## src/rtl/mlfe_pkg.sv

```systemverilog
// mlfe_pkg: command codes, queued operation type and merge helper for the
// page-organised LCD framebuffer engine. No dependencies.
`default_nettype none

package mlfe_pkg;

   // Command codes on the request channel
   localparam logic [3:0] CMD_SET        = 4'd0;
   localparam logic [3:0] CMD_CLR        = 4'd1;
   localparam logic [3:0] CMD_INV        = 4'd2;
   localparam logic [3:0] CMD_CLR_ALL    = 4'd3;
   localparam logic [3:0] CMD_PASTE_OR   = 4'd4;
   localparam logic [3:0] CMD_PASTE_ANDN = 4'd5;
   localparam logic [3:0] CMD_PASTE_XOR  = 4'd6;
   localparam logic [3:0] CMD_FLUSH      = 4'd7;
   localparam logic [3:0] CMD_TICK       = 4'd8;

   // Widest store address over the supported geometry (256 x 16 pages)
   localparam int ADDR_W_MAX = 12;

   // Display controller command bytes
   localparam logic [7:0] PAGE_CMD = 8'hB0;
   localparam logic [7:0] COLH_CMD = 8'h10;

   typedef enum logic [1:0] {
      K_EDIT,
      K_CLEAR,
      K_FLUSH,
      K_TICK
   } kind_type;

   typedef enum logic [1:0] {
      M_OR,
      M_ANDN,
      M_XOR
   } merge_type;

   // One classified operation, as held in the queue
   typedef struct packed {
      kind_type                kind;
      merge_type               merge;
      logic [ADDR_W_MAX-1:0]   addr;
      logic [7:0]              mask;
      logic [2:0]              p0;
      logic [2:0]              p1;
      logic [7:0]              c0;
      logic [7:0]              c1;
   } op_type;

   function automatic logic [7:0] merge_byte(merge_type m, logic [7:0] d,
                                             logic [7:0] mask);
      logic [7:0] r;
      case (m)
         M_OR:    r = d | mask;
         M_ANDN:  r = d & ~mask;
         M_XOR:   r = d ^ mask;
         default: r = d;
      endcase
      return r;
   endfunction

endpackage

`default_nettype wire

```

## src/rtl/mlfe_queue.sv

```systemverilog
// mlfe_queue: two-entry operation queue between front and back.
// Uses mlfe_pkg.
`default_nettype none

module mlfe_queue
   import mlfe_pkg::*;
(
   input  logic   clock,
   input  logic   reset,
   input  logic   push,
   input  op_type op_in,
   output logic   full,
   input  logic   pop,
   output logic   valid,
   output op_type op_out
);

   op_type     slot_ff [2];
   logic       wr_ptr_ff, wr_ptr_in;
   logic       rd_ptr_ff, rd_ptr_in;
   logic [1:0] count_ff, count_in;

   assign full   = count_ff == 2'd2;
   assign valid  = count_ff != 2'd0;
   assign op_out = slot_ff[rd_ptr_ff];

   // Pointer and occupancy update
   always_comb begin
      wr_ptr_in = push ? ~wr_ptr_ff : wr_ptr_ff;
      rd_ptr_in = pop  ? ~rd_ptr_ff : rd_ptr_ff;
      count_in  = count_ff;
      if (push && !pop) begin
         count_in = count_ff + 2'd1;
      end else if (pop && !push) begin
         count_in = count_ff - 2'd1;
      end
   end

   always_ff @(posedge clock) begin
      if (reset) begin
         wr_ptr_ff <= 1'b0;
         rd_ptr_ff <= 1'b0;
         count_ff  <= 2'd0;
      end else begin
         wr_ptr_ff <= wr_ptr_in;
         rd_ptr_ff <= rd_ptr_in;
         count_ff  <= count_in;
      end
   end

   // Entry storage
   always_ff @(posedge clock) begin
      if (push) begin
         slot_ff[wr_ptr_ff] <= op_in;
      end
   end

endmodule

`default_nettype wire

```

## config.mk

```make
export PLATFORM = sky130hd
export DESIGN_NAME = mlfe_queue
export DESIGN_NICKNAME = d
export VERILOG_FILES = /design/src/rtl/mlfe_pkg.sv /design/src/rtl/mlfe_queue.sv
export SDC_FILE = /design/constraint.sdc
export NUM_CORES = 1
export LEC_CHECK = 0
export BUFFER_PORTS_ARGS = -buffer_cell sky130_fd_sc_hd__buf_4
export CAP_MARGIN = 20
export CORE_UTILIZATION = 47
export DETAILED_ROUTE_END_ITERATION = 8
export PLACE_DENSITY = 0.74
export REMOVE_ABC_BUFFERS = 1
export SETUP_SLACK_MARGIN = 0.5
export SYNTH_ARGS = -nofsm -noshare
export SYNTH_HDL_FRONTEND = slang
export SYNTH_SLANG_ARGS = --single-unit
```

## constraint.sdc

```tcl
create_clock -name clock -period 4.41 [get_ports clock]
set_input_delay 0.2205 -clock clock [delete_from_list [all_inputs] [get_ports clock]]
set_output_delay 0.2205 -clock clock [all_outputs]
set_load 0.05 [all_outputs]
```

==> impl_metrics.csv <==
group,metric,value,unit
outcome,status,"finished, final reports clean",
routing,final_antenna_net_count,0,
timing,tns,0,ns
floorplan,start_util,48.9,%
yosys,synthArstFlopShare,0,%
yosys,seq_area_frac_synth,80.8,%
yosys,synth_most_common_cell,"edfxtp_1",
yosys,yosys_warnings,0,
cts,cts_sinks,97,
hold_path,hold_class,"input port to flop",
floorplan,core_area,0.00725,sq mm
cells_and_area,syn_to_final_growth,30.0,%
yosys,synth_top_area_cell,"edfxtp_1",
routing,dr_total_vias,1810,
yosys,synth_top_area_share,78.0,%
routing,drt_iter0_markers,55,
floorplan,fp.dieH,88.8,um
routing,wl_per_cell,15.2,um
grt,grt_use_total,14.6,%
grt,grt_pass1_wl,8.18,mm
floorplan,fp.dieW,88.8,um
routing,viasPerCell,4.83,
flow_run,maxCapViolations,0,
timing,setup_violations,0,
cells_and_area,antenna_cells,0,
timing,fin_crit_sh,41.4,%
yosys,ys.flop_type,"edfxtp_1",
yosys,synth-edff-count,92,
power_and_ir_drop,vdd_drop_max,0.286,mV
cts,cts_resized,0,
power_and_ir_drop,power_density,452,mW/mm^2
cts,htree_num_levels,3,
timing,slew_headroom,59.6,%
cts,hold_buffers,0,
routing,drt-total-wl,5.72,mm
yosys,ys_seq_elements,97,
cts,clkTransAtPathRegs,0.09,ns
power_and_ir_drop,p_seq_share,52.2,%
yosys,syn_avg_cell_area,21.5,sq um
cts,cts_tree,"built",
critical_path,crit_fanout,42,
critical_path,startpoint_type,"flop",
timing,hold_violations,0,
timing,period_needed,1.82,ns
timing,tightest_slew,0.606,ns
placement,hpwl,3.73,mm
floorplan,dieArea,0.00789,sq mm
cells_and_area,fin_nets,322,
yosys,synth_commonest_cells,"edfxtp_1, mux2_2, dfxtp_1",
cts,cts.path.max_buffers,2,
critical_path,critPathCaptureType,"primary output",
timing,drv_slew,0,
yosys,ys_types,17,
routing,dr.pass1.iters,4,
power_and_ir_drop,power.switching,0.589,mW
cts,cts_setup_buffers,0,
grt,antenna_found_initial,0,
critical_path,required,4.19,ns
cells_and_area,fill_cells,533,
placement,gp_congestion,0.721,
timing,fmax,548,MHz
cts,clkLatencyLatePin,0.35,ns
power_and_ir_drop,p_int,1.50,mW
routing,drcViolationCount,0,
cts,cts-buffers-inserted,9,
power_and_ir_drop,swShare,28.3,%
power_and_ir_drop,power,2.08,mW
placement,io_buffers,97,
floorplan,ios,98,
yosys,syn_area,0.00354,sq mm
timing,finClkSkew,0.00797,ns
power_and_ir_drop,p_comb_share,20.1,%
power_and_ir_drop,pwr-share-clk,27.7,%
yosys,syn_inst,165,
critical_path,path_class,"flop to primary output",
grt,grt_pass1_vias,1768,
timing,holdWs,0.0465,ns
grt,grt_max_degree,47,
power_and_ir_drop,leakagePower,1.73,nW
cells_and_area,layout-drive-gt1-share,60.5,%
cts,cts-root-buf,"clkbuf_8",
yosys,yosys-top-cells-area,"edfxtp_1, mux2_2, dfxtp_1",
grt,grt_overflow,0,
critical_path,arrival,1.60,ns
floorplan,rows,31,
timing,rsz0062_at_grt,"false",
placed cells by master (no fill, tap or decap), types with 2 or more instances in the layout:
master,Yosys,routed
xnor2_1,2,2
xor2_1,2,2
inv_6,0,3
buf_4,1,98
nor2_1,4,4
buf_12,0,2
dfxtp_1,5,4
clkbuf_8,0,9
edfxtp_1,92,92
mux2_2,46,46
registers in the layout, summed over array words and instances (netlist names), named ones only:
signal / cells
count_ff: 2
rd_ptr_ff: 1
slot_ff: 92
wr_ptr_ff: 1
through the flow:
| step | util [%] | area [sq um] | cells | setup WS (ns) |
|---|---|---|---|---|
| after detailed placement | 60.4 | 4380 | 358 | 2.48 |
| after CTS | 63.3 | 4590 | 374 | 2.09 |
| after floorplan | - | 3490 | 160 | 1.57 |
| after global routing | 63.5 | 4610 | 375 | 2.53 |
| final | 63.5 | 4610 | 375 | 2.59 |
| after global placement | 60.1 | 4360 | 357 | 2.47 |
final cells by class:
| cell class | count | area [sq um] | area share, % |
|---|---|---|---|
| tap | 99 | 124 | 2.69 |
| sequential | 97 | 2860 | 62.2 |
| timing repair buffer | 100 | 776 | 16.8 |
| multi-input combinational | 62 | 633 | 13.7 |
| clock buffer | 9 | 124 | 2.69 |
| inverter | 1 | 3.75 | 0.0815 |
| clock inverter | 7 | 83.8 | 1.82 |
final timing paths:
kind / depth (start not counted) / start / endpoint / slack, ns
setup / recovery: 3 / flop / op_out[28] / 2.59
hold / removal: 1 / op_in[21] / slot_ff[1][21] / 0.05
setup reg to reg: 2 / wr_ptr_ff / slot_ff[1][37] / 2.91
hold reg to reg: 2 / count_ff[1] / count_ff[1] / 0.51
metal layers:
layer	global-route usage (%)	routed length, um
met4	9.09	93
met5	0	0
met1	17.2	2300
met3	3.73	393
met2	24.0	2930
cells by family (layout without fill, tap and decap cells):
kind of cell / Yosys count / after routing / synth area share, %
adders and majority gates: 1 / 1 / 0.353
DFF: 97 / 97 / 80.8
muxes: 46 / 46 / 14.6
buffers and inverters: 6 / 117 / 1.59
AOI/OAI and AO/OA: 2 / 2 / 0.282
and+or+nand+nor: 9 / 9 / 1.38
xor gates and xnor gates: 4 / 4 / 0.989
power by group through the flow:
stage               clock network (mW)  logic [mW]  registers, mW
floorplan                            0       0.271           1.12
global placement                     0       0.399           1.12
detailed placement                   0       0.404           1.12
CTS                              0.595       0.405           1.10
global route                     0.630       0.439           1.09
finish                           0.578       0.419           1.09
critical path, stage by stage, from the launching register on:
cell and delay, ns:
dfxtp_2 0.41, buf_12 0.26, mux2_2 0.39, buf_4 0.19
Power figures use the tool's default switching activity.
