$ cat src/rtl/mlfe_pkg.sv
// mlfe_pkg: command codes, queued operation type and merge helper for the
// page-organised LCD framebuffer engine. No dependencies.
`default_nettype none

package mlfe_pkg;

   // Command codes on the request channel
   localparam logic [3:0] CMD_SET        = 4'd0;
   localparam logic [3:0] CMD_CLR        = 4'd1;
   localparam logic [3:0] CMD_INV        = 4'd2;
   localparam logic [3:0] CMD_CLR_ALL    = 4'd3;
   localparam logic [3:0] CMD_PASTE_OR   = 4'd4;
   localparam logic [3:0] CMD_PASTE_ANDN = 4'd5;
   localparam logic [3:0] CMD_PASTE_XOR  = 4'd6;
   localparam logic [3:0] CMD_FLUSH      = 4'd7;
   localparam logic [3:0] CMD_TICK       = 4'd8;

   // Widest store address over the supported geometry (256 x 16 pages)
   localparam int ADDR_W_MAX = 12;

   // Display controller command bytes
   localparam logic [7:0] PAGE_CMD = 8'hB0;
   localparam logic [7:0] COLH_CMD = 8'h10;

   typedef enum logic [1:0] {
      K_EDIT,
      K_CLEAR,
      K_FLUSH,
      K_TICK
   } kind_type;

   typedef enum logic [1:0] {
      M_OR,
      M_ANDN,
      M_XOR
   } merge_type;

   // One classified operation, as held in the queue
   typedef struct packed {
      kind_type                kind;
      merge_type               merge;
      logic [ADDR_W_MAX-1:0]   addr;
      logic [7:0]              mask;
      logic [2:0]              p0;
      logic [2:0]              p1;
      logic [7:0]              c0;
      logic [7:0]              c1;
   } op_type;

   function automatic logic [7:0] merge_byte(merge_type m, logic [7:0] d,
                                             logic [7:0] mask);
      logic [7:0] r;
      case (m)
         M_OR:    r = d | mask;
         M_ANDN:  r = d & ~mask;
         M_XOR:   r = d ^ mask;
         default: r = d;
      endcase
      return r;
   endfunction

endpackage

`default_nettype wire

$ cat src/rtl/mlfe_ifs.sv
// mlfe_ifs: valid/ready channel interfaces for requests and LCD bytes.
// No dependencies.
`default_nettype none

interface mlfe_req_if;
   logic       valid;
   logic       ready;
   logic [3:0] command;
   logic [7:0] x;
   logic [6:0] y;
   logic [9:0] byte_index;
   logic [7:0] paste_data;
   logic [2:0] page_first;
   logic [2:0] page_last;
   logic [7:0] col_first;
   logic [7:0] col_last;

   modport source (output valid, command, x, y, byte_index, paste_data,
                   page_first, page_last, col_first, col_last,
                   input ready);
   modport sink   (input valid, command, x, y, byte_index, paste_data,
                   page_first, page_last, col_first, col_last,
                   output ready);
endinterface


`default_nettype wire

$ cat src/rtl/mlfe_front.sv
// mlfe_front: accepts requests, drops ignored ones and turns the rest into
// queued operations (address, mask, clamped flush window). Uses mlfe_pkg, mlfe_ifs.
`default_nettype none

module mlfe_front
   import mlfe_pkg::*;
#(
   parameter int COLUMNS = 128,
   parameter int PAGES   = 8
) (
   input  logic        init_busy,
   mlfe_req_if.sink    req_ch,
   input  logic        q_full,
   output logic        q_push,
   output op_type      q_op
);

   localparam int         STORE_BYTES = COLUMNS * PAGES;
   localparam logic [7:0] COL_MAX     = 8'(COLUMNS - 1);
   localparam logic [2:0] PAGE_MAX    = 3'(PAGES - 1);

   function automatic logic [2:0] sat_page(logic [2:0] p);
      return (32'(p) >= PAGES) ? PAGE_MAX : p;
   endfunction

   function automatic logic [7:0] sat_col(logic [7:0] c);
      return (32'(c) >= COLUMNS) ? COL_MAX : c;
   endfunction

   logic                  keep;
   logic                  pix_ok;
   logic                  paste_ok;
   logic [ADDR_W_MAX-1:0] pix_addr;
   logic [2:0]            pa, pb;
   logic [7:0]            ca, cb;
   merge_type             merge;

   // Range checks and pixel byte address
   assign pix_ok   = (32'(req_ch.x) < COLUMNS) && (32'(req_ch.y) < 8 * PAGES);
   assign paste_ok = 32'(req_ch.byte_index) < STORE_BYTES;
   assign pix_addr = ADDR_W_MAX'(32'(req_ch.y[6:3]) * COLUMNS + 32'(req_ch.x));

   // Flush window: clamp, a last page of zero means one page, then order
   always_comb begin
      pa = sat_page(req_ch.page_first);
      pb = (req_ch.page_last == 3'd0) ? pa : sat_page(req_ch.page_last);
      ca = sat_col(req_ch.col_first);
      cb = sat_col(req_ch.col_last);
   end

   // Merge operator shared by pixel and paste commands
   always_comb begin
      case (req_ch.command) inside
         CMD_SET, CMD_PASTE_OR:  merge = M_OR;
         CMD_CLR, CMD_PASTE_ANDN: merge = M_ANDN;
         default:                merge = M_XOR;
      endcase
   end

   // Command decode
   always_comb begin
      q_op       = '0;
      q_op.merge = merge;
      q_op.p0    = (pb < pa) ? pb : pa;
      q_op.p1    = (pb < pa) ? pa : pb;
      q_op.c0    = (cb < ca) ? cb : ca;
      q_op.c1    = (cb < ca) ? ca : cb;
      keep       = 1'b0;
      unique case (req_ch.command) inside
         CMD_SET, CMD_CLR, CMD_INV: begin
            q_op.kind = K_EDIT;
            q_op.addr = pix_addr;
            q_op.mask = 8'd1 << req_ch.y[2:0];
            keep      = pix_ok;
         end
         CMD_CLR_ALL: begin
            q_op.kind = K_CLEAR;
            keep      = 1'b1;
         end
         CMD_PASTE_OR, CMD_PASTE_ANDN, CMD_PASTE_XOR: begin
            q_op.kind = K_EDIT;
            q_op.addr = ADDR_W_MAX'(req_ch.byte_index);
            q_op.mask = req_ch.paste_data;
            keep      = paste_ok;
         end
         CMD_FLUSH: begin
            q_op.kind = K_FLUSH;
            keep      = 1'b1;
         end
         CMD_TICK: begin
            q_op.kind = K_TICK;
            keep      = 1'b1;
         end
         default: keep = 1'b0;
      endcase
   end

   assign req_ch.ready = !q_full && !init_busy;
   assign q_push       = req_ch.valid && req_ch.ready && keep;

endmodule

`default_nettype wire

$ cat src/flat_wrapper.sv
// flat-port wrapper written by rule: the top's interface ports become plain ports
module mlfe_front_flat import mlfe_pkg::*;
#(
   parameter int COLUMNS = 128,
   parameter int PAGES   = 8
)
  (init_busy, q_full, q_push, q_op, req_ch_valid, req_ch_command, req_ch_x, req_ch_y, req_ch_byte_index, req_ch_paste_data, req_ch_page_first, req_ch_page_last, req_ch_col_first, req_ch_col_last, req_ch_ready);
  mlfe_req_if req_ch_i ();
  input  logic init_busy;
  input  logic q_full;
  output logic q_push;
  output op_type q_op;
  input wire logic [$bits(req_ch_i.valid)-1:0] req_ch_valid;
  input wire logic [$bits(req_ch_i.command)-1:0] req_ch_command;
  input wire logic [$bits(req_ch_i.x)-1:0] req_ch_x;
  input wire logic [$bits(req_ch_i.y)-1:0] req_ch_y;
  input wire logic [$bits(req_ch_i.byte_index)-1:0] req_ch_byte_index;
  input wire logic [$bits(req_ch_i.paste_data)-1:0] req_ch_paste_data;
  input wire logic [$bits(req_ch_i.page_first)-1:0] req_ch_page_first;
  input wire logic [$bits(req_ch_i.page_last)-1:0] req_ch_page_last;
  input wire logic [$bits(req_ch_i.col_first)-1:0] req_ch_col_first;
  input wire logic [$bits(req_ch_i.col_last)-1:0] req_ch_col_last;
  output wire logic [$bits(req_ch_i.ready)-1:0] req_ch_ready;
  assign req_ch_i.valid = req_ch_valid;
  assign req_ch_i.command = req_ch_command;
  assign req_ch_i.x = req_ch_x;
  assign req_ch_i.y = req_ch_y;
  assign req_ch_i.byte_index = req_ch_byte_index;
  assign req_ch_i.paste_data = req_ch_paste_data;
  assign req_ch_i.page_first = req_ch_page_first;
  assign req_ch_i.page_last = req_ch_page_last;
  assign req_ch_i.col_first = req_ch_col_first;
  assign req_ch_i.col_last = req_ch_col_last;
  assign req_ch_ready = req_ch_i.ready;
  mlfe_front #(.COLUMNS(COLUMNS), .PAGES(PAGES)) u_core (.init_busy(init_busy), .req_ch(req_ch_i), .q_full(q_full), .q_push(q_push), .q_op(q_op));
endmodule
$ cat config.mk
export PLATFORM = sky130hd
export DESIGN_NAME = mlfe_front_flat
export DESIGN_NICKNAME = d
export VERILOG_FILES = /design/src/rtl/mlfe_pkg.sv /design/src/rtl/mlfe_ifs.sv /design/src/rtl/mlfe_front.sv /design/src/flat_wrapper.sv
export SDC_FILE = /design/constraint.sdc
export NUM_CORES = 1
export LEC_CHECK = 0
export BUFFER_PORTS_ARGS = -buffer_cell sky130_fd_sc_hd__buf_2
export CORE_AREA = 3 3 57 59
export DETAILED_ROUTE_END_ITERATION = 7
export DIE_AREA = 0 0 60 62
export GPL_ROUTABILITY_DRIVEN = 0
export PLACE_DENSITY = 0.82
export SLEW_MARGIN = 25
export SYNTH_ARGS = -nofsm -noshare
export SYNTH_HDL_FRONTEND = slang
export SYNTH_SLANG_ARGS = --single-unit
$ cat constraint.sdc
create_clock -name vclk -period 2.5
set_input_delay 0.375 -clock vclk [all_inputs]
set_output_delay 0.375 -clock vclk [all_outputs]
set_load 0.01 [all_outputs]
==> run metrics, run 1 <==
status complete, no violations; startpoint types primary input; Lkg Pwr around 0.95 nW; post-synthesis cell type count 36; Final HPWL DP between 2000 and 3000 um; Remaining DRCs 0; most instantiated cells after synthesis nor2_1, inv_1, mux2i_1; Hold Buf Count CTS 0; mux contribution to synthesized area 0.1551; required time worst endpoint approximately 2100 ps; Final #Nets between 300 and 400; XOR/XNOR share of the synthesized area 0.01795; drt pass-1 iters 4; WL final about 3500 um; post-synthesis compound-gate area fraction 0.3218; Final Cycle Share 0.9948; Simple-Gate Fraction of Synth Area 0.2231; top post-synthesis cells by area ha_1, mux2i_1, a22o_1, nor2_1, inv_1; worst IR drop on VDD between 0.15 and 0.2 mV; largest fanout on the critical path 8; Cells after Synth 139; HP Start q_full; seq_cells 0; Die X 60 um; CLK BUF 0; fraction of the mapped netlist area in adder cells 0.1538; final setup vio count 0; n_diodes 0; vias in the first global route 1158; Core Util, Final 0.6012; minimum clock period about 2500 ps; class of the worst hold path in2out; Seq/Total Area, Yosys 0; Syn-to-layout area delta 69.87%; fmax 0.4021 GHz; largest net degree at the start of global routing 19; CP arrival 2110 ps; count leader, synth nor2_1; largest family of logic cells by synthesized area compound AO/OA/AOI/OAI gates; yosys warns 0; critical path class in2out; share of layout cells above drive strength 1 0.5360; Synth area leader ha_1; final hold vios 0; port bufs roughly 110; first-pass GRT wire length around 4600 um; DR vias approximately 1400; chip height between 60 and 70 um; DR WL/cell approximately 13 um; antenna violations before repair 0; Power per Cell Area around 220 mW/mm2; Place WS -120.2 ps; drt via density roughly 5.0; DRT iter0 DRCs 32; slack of the critical path roughly 13 ps; Setup TNS Final 0 ps; synthesized area around 980 um2; Seq. cell area 0 um2; Synth top area share 0.1538; Max Cap Viol 0; fin. max-slew vios 0; Starting Density 0.3539; Rows 19; Congestion Overflow GR 0; Crit. End Element output port; Avg Cell Area, Syn 7.021 um2; Crit. Startpoint req_ch_col_first[7]; Final ANT Viol Nets 0; fill count approximately 270; All-Layer GR Usage 0.1549; io pins 110; Die ar. 0.003720 mm2; core area roughly 0.0028 mm2
## timing repair
item | in CTS | in global routing
setup endpoints to repair | 14 | 14
hold endpoints to repair | 0 | 0
buffers inserted | 3 | 0
cloned | 0 | 1
gates resized for setup | 0 | 17
pin swaps | 1 | 5
## stage by stage
stage	instances	area [um2]	hold slack (ps)	total power, W
6_report	281	1658	990.3	0.0003578
5_1_grt	281	1658	1012	0.0003935
4_1_cts	280	1570	993.2	0.0003338
3_5_place_dp	277	1535	992.6	0.0003161
3_3_place_gp	277	1535	984.6	0.0003108
2_1_floorplan	141	983.4	794.1	0.0001937
## path summary, 6_finish.rpt
check | end | slack (ps) | cells after the start
min | req_ch_ready | 990 | 3
max | q_op[12] | 10 | 9
## logic make-up after synthesis
group | count (synthesis)
AOI/OAI and AO/OA | 38
xor gates and xnor gates | 2
adders and majority gates | 12
buffers and inverters | 23
muxes | 15
other | 2
and+or+nand+nor | 47
## critical path: stages
cell       delay [ps]
buf_2             200
nor2_1            100
ha_1              310
and3_1            170
a21oi_2            70
o21ai_4           260
clkbuf_16         200
mux2i_1           240
buf_2             180
## cell usage in the layout, fill, tap and decap left out, drive strengths merged, types with 2 or more instances in the layout
| cell | synthesis | final |
|---|---|---|
| nor2 | 23 | 23 |
| o31ai | 4 | 4 |
| o21ai | 6 | 6 |
| mux2i | 14 | 14 |
| a32o | 4 | 4 |
| inv | 16 | 16 |
| and3 | 2 | 2 |
| nand3b | 2 | 2 |
| a21oi | 7 | 7 |
| a211oi | 3 | 3 |
| conb | 2 | 4 |
| nand2 | 10 | 10 |
| buf | 7 | 115 |
| ha | 12 | 12 |
| a22o | 11 | 11 |
| nand3 | 4 | 4 |
## layer usage
layer | GRT usage | routed length [um] | vias to the layer above
met1 | 0.1685 | 1188 | 608
met5 | 0 | 0 | -
met3 | 0.02893 | 341 | 4
met2 | 0.3194 | 1962 | 77
met4 | 0.009494 | 38 | 0
li1 | - | - | 721
## power breakdown
group	total (W)	switching (W)	internal, W	leakage, nW
Sequential	0	0	0	0
Combinational	0.000358	0.000180	0.000177	0.947
Clock	0	0	0	0
Total	0.000358	0.000180	0.000177	0.947
## layout make-up
| class | count | area [um2] | area share |
|---|---|---|---|
| inverters | 16 | 60.06 | 0.03623 |
| well taps | 31 | 38.79 | 0.02340 |
| multi-input cells | 118 | 918.4 | 0.5540 |
| repair buffers | 116 | 640.6 | 0.3864 |
Note: power is estimated with default switching activity, not from simulation.
==> run 2: changes to the inputs <==
--- a/config.mk
+++ b/config.mk
@@ -10,7 +10,7 @@
 export DETAILED_ROUTE_END_ITERATION = 7
 export DIE_AREA = 0 0 60 62
 export GPL_ROUTABILITY_DRIVEN = 0
-export PLACE_DENSITY = 0.82
+export PLACE_DENSITY_LB_ADDON = 0.3
 export SLEW_MARGIN = 25
 export SYNTH_ARGS = -nofsm -noshare
 export SYNTH_HDL_FRONTEND = slang
==> run metrics, run 2 (synthesized netlist as in run 1, its figures left out) <==
Post-Layout Cell Count 278 (was 281); worst IR drop on VDD 0.1501 mV (was 0.1580 mV); Power per Cell Area 207.9 mW/mm2 (was 215.8 mW/mm2); fmax 0.4210 GHz (was 0.4021 GHz); Final Cycle Share 0.9502 (was 0.9948); slew margin rel. 0.6491; Lkg Pwr 0.9217 nW (was 0.9469 nW); Hold Path Stages 3 (unchanged); CP max-delay cell ha_1 (unchanged); critical path class in2out (unchanged); Die ar. 0.003720 mm2 (unchanged); commonest non-fill, non-tap cells in the layout buf_2, nor2_1, inv_1, mux2i_1 (was buf_2, inv_1, nor2_1, mux2i_1); CP Cell Sequence buf_2 -> nor2_4 -> inv_1 -> ha_1 -> nand2_1 -> nor2_1 -> a211oi_2 -> o21ai_4 -> buf_12 -> mux2i_1 -> buf_2 (was buf_2 -> nor2_1 -> ha_1 -> and3_1 -> a21oi_2 -> o21ai_4 -> clkbuf_16 -> mux2i_1 -> buf_2); Rows 19 (unchanged); Setup TNS Final 0 ps (unchanged); vias in the first global route 1234 (was 1158); largest fanout on the critical path 14 (was 8); Congestion Overflow GR 0 (unchanged); port bufs 108 (unchanged); Place WS -69.26 ps (was -120.2 ps); placed cells 277 (unchanged); final hold vios 0 (unchanged); Remaining DRCs 0 (unchanged); Hold Buf Count CTS 0 (unchanged); commonest non-fill, non-tap cell in the layout buf_2 (unchanged); Final ANT Viol Nets 0 (unchanged); slack of the critical path 124.6 ps (was 12.97 ps); WL final 3212 um (was 3530 um); Final #Nets 323 (was 326); fin. max-slew vios 0 (unchanged); CP max stage delay 310 ps (about the same); CP arrival 2000 ps (was 2110 ps); Starting Density 0.3539 (unchanged); n_diodes 0 (unchanged); Seq. cell area 0 um2 (unchanged); antenna violations before repair 0 (unchanged); startpoint types primary input (unchanged); fill count 267 (was 271); most used cell, CP buf_2 (unchanged); WHS 984.4 ps (was 990.3 ps); DR WL/cell 11.55 um (was 12.56 um); All-Layer GR Usage 0.1605 (was 0.1549); minimum clock period 2375 ps (was 2487 ps); final setup vio count 0 (unchanged); first-pass GRT wire length 4919 um (was 4602 um); drt via density 5.058 (was 5.018); hold endpoint req_ch_ready (unchanged); Crit. End Element output port (unchanged); seq_cells 0 (unchanged); io pins 110 (unchanged); drt pass-1 iters 4 (unchanged); core area 0.002758 mm2 (unchanged); class of the worst hold path in2out (unchanged); footprint of the multi-input gates 912.1 um2 (was 918.4 um2); share of layout cells above drive strength 1 0.5263 (was 0.5360); status complete, no violations (unchanged); HP Start q_full (unchanged); slew at the pin with the worst max-slew slack approximately 530 ps; Die X 60 um (unchanged); Max Cap Viol 0 (unchanged); CLK BUF 0 (unchanged); largest net degree at the start of global routing 18 (was 19); required time worst endpoint 2120 ps (about the same); DRT iter0 DRCs 29 (was 32); Core Util, Final 0.5808 (was 0.6012); chip height 62 um (unchanged); DR vias 1406 (was 1410); Syn-to-layout area delta 64.10% (was 69.87%); Final HPWL DP 2845 um (was 2926 um)
run 2: cell count changes in the layout (fill, tap and decap cells not counted):
cell / delta
nor2_2: -1
a21oi_2: +1
buf_6: -2
nor2_4: -1
nor2_1: +2
a21oi_1: -1
buf_2: +1
buf_4: -1
clkbuf_16: -1
run 2: how the worst max path moves through the flow:
stage,startpoint,end,slack [ps],cells past startpoint
floorplan,req_ch_col_first[7],q_op[10],290,9
global placement,req_ch_col_last[7],q_op[1],-20,9
detailed placement,req_ch_col_last[7],q_op[10],-70,9
CTS,req_ch_col_last[7],q_op[10],80,11
global route,req_ch_col_last[7],q_op[14],-0.2,11
finish,req_ch_col_last[7],q_op[10],120,11
run 2: cell type report:
cell class         instances  area share
well taps                 31     0.02422
multi-input cells        118      0.5695
inverters                 16     0.03750
repair buffers           113      0.3687
run 2: repair_timing:
action,4_1_cts,5_1_grt
endpoints found under the hold margin,0,0
pin swaps,1,1
endpoints found under the setup margin,14,14
setup buffers,1,0
gates resized for setup,0,11
run 2: routing by layer:
layer / up-vias / global-route usage / routed length [um]
met3: 0 / 0.02273 / 356
met5: - / 0 / 0
met1: 616 / 0.1941 / 1270
met2: 76 / 0.3164 / 1585
met4: 0 / 0 / 0
li1: 714 / - / -
run 2: report_power, final:
part | internal [W] | switching [W] | total (W)
Sequential | 0 | 0 | 0
Combinational | 0.000160 | 0.000173 | 0.000333
Clock | 0 | 0 | 0
run 2: through the flow:
stage | power (W) | area, um2
floorplan | 0.0001937 | 983.4
CTS | 0.0003262 | 1555
detailed placement | 0.0003151 | 1535
global route | 0.0003706 | 1602
finish | 0.0003329 | 1602
global placement | 0.0003133 | 1535
run 2: critical path, delay by kind of cell:
kind	cells	cell delay [ps]
and+or+nand+nor	3	260
AOI/OAI and AO/OA	2	360
muxes	1	150
adders and majority gates	1	310
buffers and inverters	4	550
